File: config.mk
export PLATFORM = sky130hd
export DESIGN_NAME = gha_queue
export DESIGN_NICKNAME = d
export VERILOG_FILES = /design/src/rtl/core/gha_pkg.sv /design/src/rtl/core/gha_queue.sv
export SDC_FILE = /design/constraint.sdc
export NUM_CORES = 1
export LEC_CHECK = 0
export BUFFER_PORTS_ARGS = -buffer_cell sky130_fd_sc_hd__buf_4
export CAP_MARGIN = 20
export CORE_UTILIZATION = 25
export CTS_CLUSTER_SIZE = 16
export DETAILED_ROUTE_END_ITERATION = 16
export GPL_TIMING_DRIVEN = 1
export HOLD_SLACK_MARGIN = 0.06
export PLACE_DENSITY = 0.55
export SLEW_MARGIN = 20
export SYNTH_ARGS = -nofsm -noshare
export SYNTH_HDL_FRONTEND = slang
export SYNTH_SLANG_ARGS = --single-unit
File: constraint.sdc
create_clock -name i_clk -period 7.41 [get_ports i_clk]
set_input_delay 0.741 -clock i_clk [delete_from_list [all_inputs] [get_ports i_clk]]
set_output_delay 0.741 -clock i_clk [all_outputs]
set_load 0.05 [all_outputs]
File: src/rtl/core/gha_pkg.sv
package gha_pkg;

    localparam int NUM_BINS_DEF     = 4096;
    localparam int NUM_FEATURES_DEF = 256;

    localparam int BIN_W      = 12;
    localparam int FEAT_W     = 8;
    localparam int VAL_W      = 32;
    localparam int SUM_W      = 64;
    localparam int OFFS_W     = 12;
    localparam int GBIN_W     = 13;
    localparam int ADDR_MAX_W = 16;
    localparam int FIDX_MAX_W = 12;
    localparam int Q_DEPTH    = 2;

    localparam logic [SUM_W-1:0] SUM_MAX = {1'b0, {(SUM_W-1){1'b1}}};
    localparam logic [SUM_W-1:0] SUM_MIN = {1'b1, {(SUM_W-1){1'b0}}};

    typedef enum logic [1:0] {
        CMD_ACCUM = 2'd0,
        CMD_WOFFS = 2'd1,
        CMD_CLEAR = 2'd2,
        CMD_READ  = 2'd3
    } t_cmd;

    typedef enum logic [1:0] {
        ST_OK    = 2'd0,
        ST_RANGE = 2'd1,
        ST_SAT   = 2'd2
    } t_status;

    typedef enum logic [1:0] {
        K_ACCUM = 2'd0,
        K_CLEAR = 2'd1,
        K_READ  = 2'd2,
        K_FIXED = 2'd3
    } t_kind;

    typedef struct packed {
        t_cmd                     command;
        logic [BIN_W-1:0]         bin_index;
        logic [FEAT_W-1:0]        feature_index;
        logic signed [VAL_W-1:0]  grad_value;
        logic signed [VAL_W-1:0]  hess_value;
        logic [OFFS_W-1:0]        offset_value;
    } t_in_item;

    typedef struct packed {
        logic signed [SUM_W-1:0]  grad_sum;
        logic signed [SUM_W-1:0]  hess_sum;
        t_status                  status;
    } t_out_item;

    typedef struct packed {
        t_kind                    kind;
        logic [ADDR_MAX_W-1:0]    addr;
        logic signed [VAL_W-1:0]  grad;
        logic signed [VAL_W-1:0]  hess;
        t_status                  status;
    } t_op;

endpackage

File: src/rtl/core/gha_queue.sv
module gha_queue (
    input  logic          i_clk,
    input  logic          i_rst_n,
    input  logic          i_push,
    input  gha_pkg::t_op  i_push_op,
    output logic          o_ready,
    input  logic          i_pop,
    output logic          o_valid,
    output gha_pkg::t_op  o_op
);

    localparam int PW = (gha_pkg::Q_DEPTH > 1) ? $clog2(gha_pkg::Q_DEPTH) : 1;
    localparam int CW = $clog2(gha_pkg::Q_DEPTH + 1);

    gha_pkg::t_op   r_slot [gha_pkg::Q_DEPTH];
    logic [PW-1:0]  r_wr_ptr;
    logic [PW-1:0]  r_rd_ptr;
    logic [CW-1:0]  r_count;
    logic [PW-1:0]  n_wr_ptr;
    logic [PW-1:0]  n_rd_ptr;

    assign o_ready = (r_count != CW'(gha_pkg::Q_DEPTH));
    assign o_valid = (r_count != '0);
    assign o_op    = r_slot[r_rd_ptr];

    assign n_wr_ptr = (r_wr_ptr == PW'(gha_pkg::Q_DEPTH - 1)) ? '0 : r_wr_ptr + 1'b1;
    assign n_rd_ptr = (r_rd_ptr == PW'(gha_pkg::Q_DEPTH - 1)) ? '0 : r_rd_ptr + 1'b1;

    always_ff @(posedge i_clk) begin
        if (!i_rst_n) begin
            r_wr_ptr <= '0;
            r_rd_ptr <= '0;
            r_count  <= '0;
        end else begin
            if (i_push) begin
                r_wr_ptr <= n_wr_ptr;
            end
            if (i_pop) begin
                r_rd_ptr <= n_rd_ptr;
            end
            if (i_push && !i_pop) begin
                r_count <= r_count + 1'b1;
            end else if (!i_push && i_pop) begin
                r_count <= r_count - 1'b1;
            end
        end
    end

    always_ff @(posedge i_clk) begin
        if (i_push) begin
            r_slot[r_wr_ptr] <= i_push_op;
        end
    end

endmodule

==> impl_metrics.yaml, run 1 <==
status:
  outcome: "finished clean"
sta:
  fin_crit_sh: 0.3712
  finalSetupTns_ns: 0
  final-hold-violation-count: 0
  slew_violations: 0
  max_freq_ghz: 0.3635
  rsz0062_at_grt: "false"
  slew_headroom: 0.5464
  skew_ns: 0.008112
  period_minus_slack_ns: 2.751
  setup_violations: 0
  tightest_slew_ns: 0.6805
synth:
  yosys_warnings: 0
  yosysMostFrequentCell: "edfxtp_1"
  synth_top_area_cell: "edfxtp_1"
  synth_top_area_frac: 0.8010
  syn_inst: 283
  async_flop_share: 0
  synth_common_cells: "168 x edfxtp_1, 84 x mux2_2, 7 x buf_6"
  netlist_top_cells_area: "edfxtp_1 80%, mux2_2 15%, dfxtp_1 1.6%, buf_6 1.3%, and2_1 0.40%"
  synth.avg_cell_area_um2: 22.26
  ys_ff_latch: 173
  synth_edf_count: 168
  syn-cell-area_um2: 6299
  syn-num-nets: 372
  yosysUniqueCellTypes: 17
  synth_flop_cell: "edfxtp_1"
  ys_seq_area_frac: 0.8168
routing:
  ant_nets: 0
  wl_per_cell_um: 15.77
  drc_errors: 0
  post_drt_via_cell_ratio: 3.986
  drtIter0Drc: 106
  drt-pass1-iter-count: 4
  num_vias: 3217
  wirelength_mm: 12.73
floorplanning:
  io-pin-count: 174
  dieArea_um2: 25830
  die_h_um: 160.7
  rows: 57
  initial_core_util: 0.2567
  fp.coreArea_um2: 24530
  die_x_um: 160.7
setup_path:
  crit_end: "o_op[18]"
  worst-path-buf-inv: 2
  max_stage_delay_ns: 0.63
  reg2reg_to: "r_slot[1][43]$_DFFE_PP_"
  r2r_cells: 2
  cp_max_fo: 56
  cp.depth: 3
  cp_top_family: "flip-flops"
  worst_r2r_startpoint: "r_wr_ptr$_SDFFE_PN0P_"
  reg2reg_slack_ns: 5.44
  cp.required_ns: 6.67
  crit_chain: "buf_16, mux2_2, buf_4"
  cp.arrival_ns: 2.01
  critPathKind: "reg2out"
  crit_path_start_kind: "register"
  cp_slowest_cell: "dfxtp_4"
  worst_setup_path_end_kind: "primary output"
clock_tree:
  cts.sinks: 173
  root_buffer: "clkbuf_16"
  htreeDepth: 4
  ctsResizeCount: 0
  clk_pin_slew_ns: 0.06
  postCtsSetupBuffers: 0
  cts_buffers: 17
  clock_path_buffers: 2
  clock_latency_ns: 0.41
  cts_tree: "done"
  cts_hold_buffers: 0
pwr:
  p_leak_nw: 3.136
  swShare: 0.2602
  ir_drop_mv: 0.1111
  clock_power_share: 0.362
  power.density_nw_per_um2: 285.1
  power.internal_mw: 1.805
  power_frac_comb: 0.167
  power_switching_uw: 635.0
  p_seq_frac: 0.471
global_route:
  grt_pass1_vias: 3607
  grt_start_max_net_pins: 57
  grt_pass1_wl_mm: 19.36
  overflow: 0
  grt_use_total: 0.09956
  antenna_found_initial: 0
final_layout:
  nets: 559
  final_util: 0.3489
  design_area_um2: 8559
  area_delta_synth_final_pct: 35.90
  antenna_cells: 0
  drive_gt1_frac: 0.6004
min_path:
  min_path_type: "in2reg"
placed_design:
  dpl-instance-area_um2: 7978
  io_buffer_count: 173
  place.detailed.hpwl_mm: 8.251
  gp_congestion: 0.6876
flow_run:
  drv_cap: 0
[power groups by stage]
stage	logic, mW	clock network (mW)	registers [mW]
after global placement	0.392	0	1.18
after global routing	0.427	0.956	1.15
after detailed placement	0.412	0	1.17
after floorplan	0.282	0	1.16
after CTS	0.413	0.914	1.15
final	0.407	0.884	1.15
[metrics by stage]
stage	total power [mW]	hold WS, ns	setup slack, ns	cells
after floorplan	1.447	0.4656	2.432	283
after global placement	1.572	0.4745	4.881	774
after detailed placement	1.584	0.5189	4.875	775
after CTS	2.478	0.4867	4.594	807
after global routing	2.537	0.4791	4.541	807
final	2.440	0.5059	4.659	807
[flip-flops by register name, summed over array words and instances (netlist names), named ones only]
| name | cells |
|---|---|
| r_rd_ptr | 1 |
| r_slot | 168 |
| r_count | 2 |
| r_wr_ptr | 1 |
[layout make-up]
class                           instances  area [um2]
Clock buffer                           20       436.7
Clock inverter                         12       145.1
Fill cell                            2360       15970
Inverter                                1       3.754
Multi-Input combinational cell        100        1071
Sequential cell                       173        5149
Tap cell                              324       405.4
Timing Repair Buffer                  177        1349
[kinds of logic (layout without fill, tap and decap cells)]
kind of cell / count (synthesis) / after routing / synth area share
adders and majority gates: 1 / 1 / 0.001986
buffers and inverters: 10 / 210 / 0.01470
AOI/OAI and AO/OA: 3 / 3 / 0.003179
and+or+nand+nor: 9 / 9 / 0.008940
xor gates and xnor gates: 3 / 3 / 0.004172
muxes: 84 / 84 / 0.1502
DFF: 173 / 173 / 0.8168
[per-layer routing]
layer | share of wire | track usage | wire length (um) | vias to the layer above
li1 | - | - | - | 1486
met1 | 0.41 | 0.1079 | 5210 | 1614
met2 | 0.51 | 0.1759 | 6520 | 109
met3 | 0.070 | 0.04132 | 890 | 8
met4 | 0.0083 | 0.03087 | 105 | 0
met5 | 0 | 0 | 0 | -
[layout by cell type (no fill, tap or decap), types with 3 or more instances in the layout]
master	count
and2_1	3
buf_4	176
bufinv_16	3
clkbuf_1	3
clkbuf_16	17
clkinv_1	4
clkinv_4	3
dfxtp_1	4
edfxtp_1	168
mux2_2	84
[worst min path at each step]
| stage | to | cells after the start | startpoint |
|---|---|---|---|
| floorplan | r_count[1]$_SDFFE_PN0P_ | 2 | r_count[1]$_SDFFE_PN0P_ |
| global placement | r_count[1]$_SDFFE_PN0P_ | 2 | r_count[1]$_SDFFE_PN0P_ |
| detailed placement | r_count[1]$_SDFFE_PN0P_ | 2 | r_count[1]$_SDFFE_PN0P_ |
| CTS | r_slot[0][67]$_DFFE_PP_ | 1 | i_push_op[67] |
| global route | r_slot[1][67]$_DFFE_PP_ | 1 | i_push_op[67] |
| finish | r_slot[1][33]$_DFFE_PP_ | 1 | i_push_op[33] |
Power figures use the tool's default switching activity.
==> run 2, diff against run 1 <==
==> constraint.sdc (replaced) <==
create_clock -name i_clk -period 2.7 [get_ports i_clk]
set_input_delay 0.27 -clock i_clk [delete_from_list [all_inputs] [get_ports i_clk]]
set_output_delay 0.27 -clock i_clk [all_outputs]
set_load 0.05 [all_outputs]
==> run 2 against run 1 <==
Effect of this change:
- utilization is 3.5 points higher
- setup slack worse by 4.1 ns
- first-iteration DRC count stayed put
- combinational power rose to 3.0 times the previous value
- worst hold slack worse by 0.41 ns
- clock power rose to 2.7 times the previous value
- wire length grew 2.5%
- sequential share of layout area is 5.5 points lower
- cell count increased by 11%
- global-route usage rose by 0.30 points
- non-clock buffer count grew 87
- flip-flop and latch count is the same
- critical endpoint is now o_op[5]
- largest cell class unchanged
==> impl_metrics.yaml, run 2 (synthesis results as in run 1) <==
floorplanning:
  rows: 57
  fp.coreArea_um2: 24530
  dieArea_um2: 25830
  io-pin-count: 174
  initial_core_util: 0.2567
  die_h_um: 160.7
  die_x_um: 160.7
final_layout:
  antenna_cells: 0
  largest_reg_flops: 168
  mostFrequentLayoutCells: "178 x buf_4, 168 x edfxtp_1, 84 x mux2_2, 84 x dlygate4sd3_1, 17 x clkbuf_16"
  final_common_cell: "buf_4"
  area_delta_synth_final_pct: 49.52
  nets: 646
  largest_register: "r_slot"
  top_regs: "r_slot (168), r_count (2)"
  drive_gt1_frac: 0.5211
routing:
  ant_nets: 0
  routed-wl-met2_mm: 6.662
  num_vias: 3520
  dr_wl_met3_um: 844
  wirelength_mm: 13.04
  wl_per_cell_um: 14.59
  post_drt_via_cell_ratio: 3.937
  drt-pass1-iter-count: 4
  drc_errors: 0
  wl_met1_mm: 5.404
  drtIter0Drc: 106
  maxUsedRoutingLayer: "met4"
clock_tree:
  htreeDepth: 4
  clock_latency_ns: 0.41
  root_buffer: "clkbuf_16"
  ctsResizeCount: 0
  cts_buffers: 17
  clk_pin_slew_ns: 0.06
  cts_tree: "done"
  clock_path_buffers: 2
  cts.sinks: 173
setup_path:
  r2r_cells: 2
  reg2reg_to: "r_slot[1][18]$_DFFE_PP_"
  reg2reg_slack_ns: 1.15
  crit_chain: "buf_4, mux2_2, buf_4"
  critPathKind: "reg2out"
  crit_path_start_kind: "register"
  worst_setup_path_end_kind: "primary output"
  cp_slowest_cell: "dfxtp_4"
  worst_r2r_startpoint: "r_wr_ptr$_SDFFE_PN0P_"
  max_stage_delay_ns: 0.58
  cp.required_ns: 2.43
  cp_max_fo: 22
  crit_path_frequent_cell: "buf_4"
  cp.arrival_ns: 1.89
sta:
  slew_headroom: 0.6013
  slew_violations: 0
  final-hold-violation-count: 0
  tightest_slew_ns: 0.5980
  rsz0062_at_grt: "false"
  skew_ns: 0.005664
  setup_violations: 0
  fin_crit_sh: 0.8015
  max_freq_ghz: 0.4621
  finalSetupTns_ns: 0
  period_minus_slack_ns: 2.164
global_route:
  grt_pass1_wl_mm: 20.06
  overflow: 0
  grt_start_max_net_pins: 44
  grt_pass1_vias: 3924
  antenna_found_initial: 0
  grt_use_total: 0.1025
min_path:
  whs_path_depth: 2
  min_path_type: "in2reg"
  min_from: "i_rst_n"
  worstHoldEndpoint: "r_wr_ptr$_SDFFE_PN0P_"
placed_design:
  gp_congestion: 0.7387
  place.detailed.hpwl_mm: 8.368
  io_buffer_count: 173
pwr:
  fin_total_pwr_mw: 6.745
  power.density_nw_per_um2: 716.2
  ir_drop_mv: 0.3669
  p_leak_nw: 3.488
status:
  outcome: "finished clean"
flow_run:
  drv_cap: 0
run 2: cell types whose count changed in the layout (fill, tap and decap cells not counted), sizes merged:
cell	before	now
clkinv	8	7
clkinvlp	0	4
bufinv	3	2
dlygate4sd3	0	84
buf	177	180
inv	2	3
clkbuf	20	17
run 2: area by class of cell:
class,count,area [um2]
inverters,1,3.754
flip-flops and latches,173,5149
well taps,324,405.4
clock inverters,15,146.4
repair buffers,264,2217
multi-input cells,100,1071
fillers,2292,15120
clock buffers,17,425.4
run 2: how the worst max path moves through the flow:
stage | from | endpoint | slack (ns) | cells after the start
2_1_floorplan | r_wr_ptr$_SDFFE_PN0P_ | r_slot[0][0]$_DFFE_PP_ | 0.69 | 1
3_3_place_gp | register | o_op[0] | 0.97 | 3
3_5_place_dp | register | o_op[5] | 0.92 | 3
4_1_cts | register | o_op[5] | 0.46 | 3
5_1_grt | register | o_op[5] | 0.41 | 3
6_report | register | o_op[5] | 0.54 | 3
run 2: timing repair:
action / 4_1_cts / 5_1_grt
buffers inserted: 0 / 0
hold buffers: 84 / 0
endpoints found under the setup margin: 0 / 0
endpoints found under the hold margin: 168 / 0
run 2: metrics by stage:
| step | utilization | hold slack (ns) | area (um2) | worst slack, ns | cells |
|---|---|---|---|---|---|
| finish | 0.3839 | 0.09472 | 9418 | 0.5360 | 894 |
| global route | 0.3839 | 0.07875 | 9418 | 0.4121 | 894 |
| CTS | 0.3839 | 0.07539 | 9418 | 0.4617 | 894 |
| detailed placement | 0.3263 | 0.4583 | 8005 | 0.9225 | 778 |
| global placement | 0.3263 | 0.4550 | 8005 | 0.9669 | 778 |
| floorplan | - | 0.3689 | 6307 | 0.6930 | 283 |
run 2: per-layer routing:
metal	vias to the layer above	GRT usage
met2	109	0.1832
met3	10	0.03642
li1	1663	-
met5	-	0
met4	0	0.03473
met1	1738	0.1123
run 2: critical path, delay by kind of cell (launching register included):
family	cells	cell delay, ns
buf+inv	2	0.51
flops	1	0.58
mux	1	0.37
run 2: where the power goes:
group / internal, mW / leakage, nW / switching, mW / total, mW
combinational: 0.486 / 1.60 / 0.739 / 1.22
clock: 1.36 / 0.268 / 1.01 / 2.37
sequential: 3.10 / 1.62 / 0.0485 / 3.15
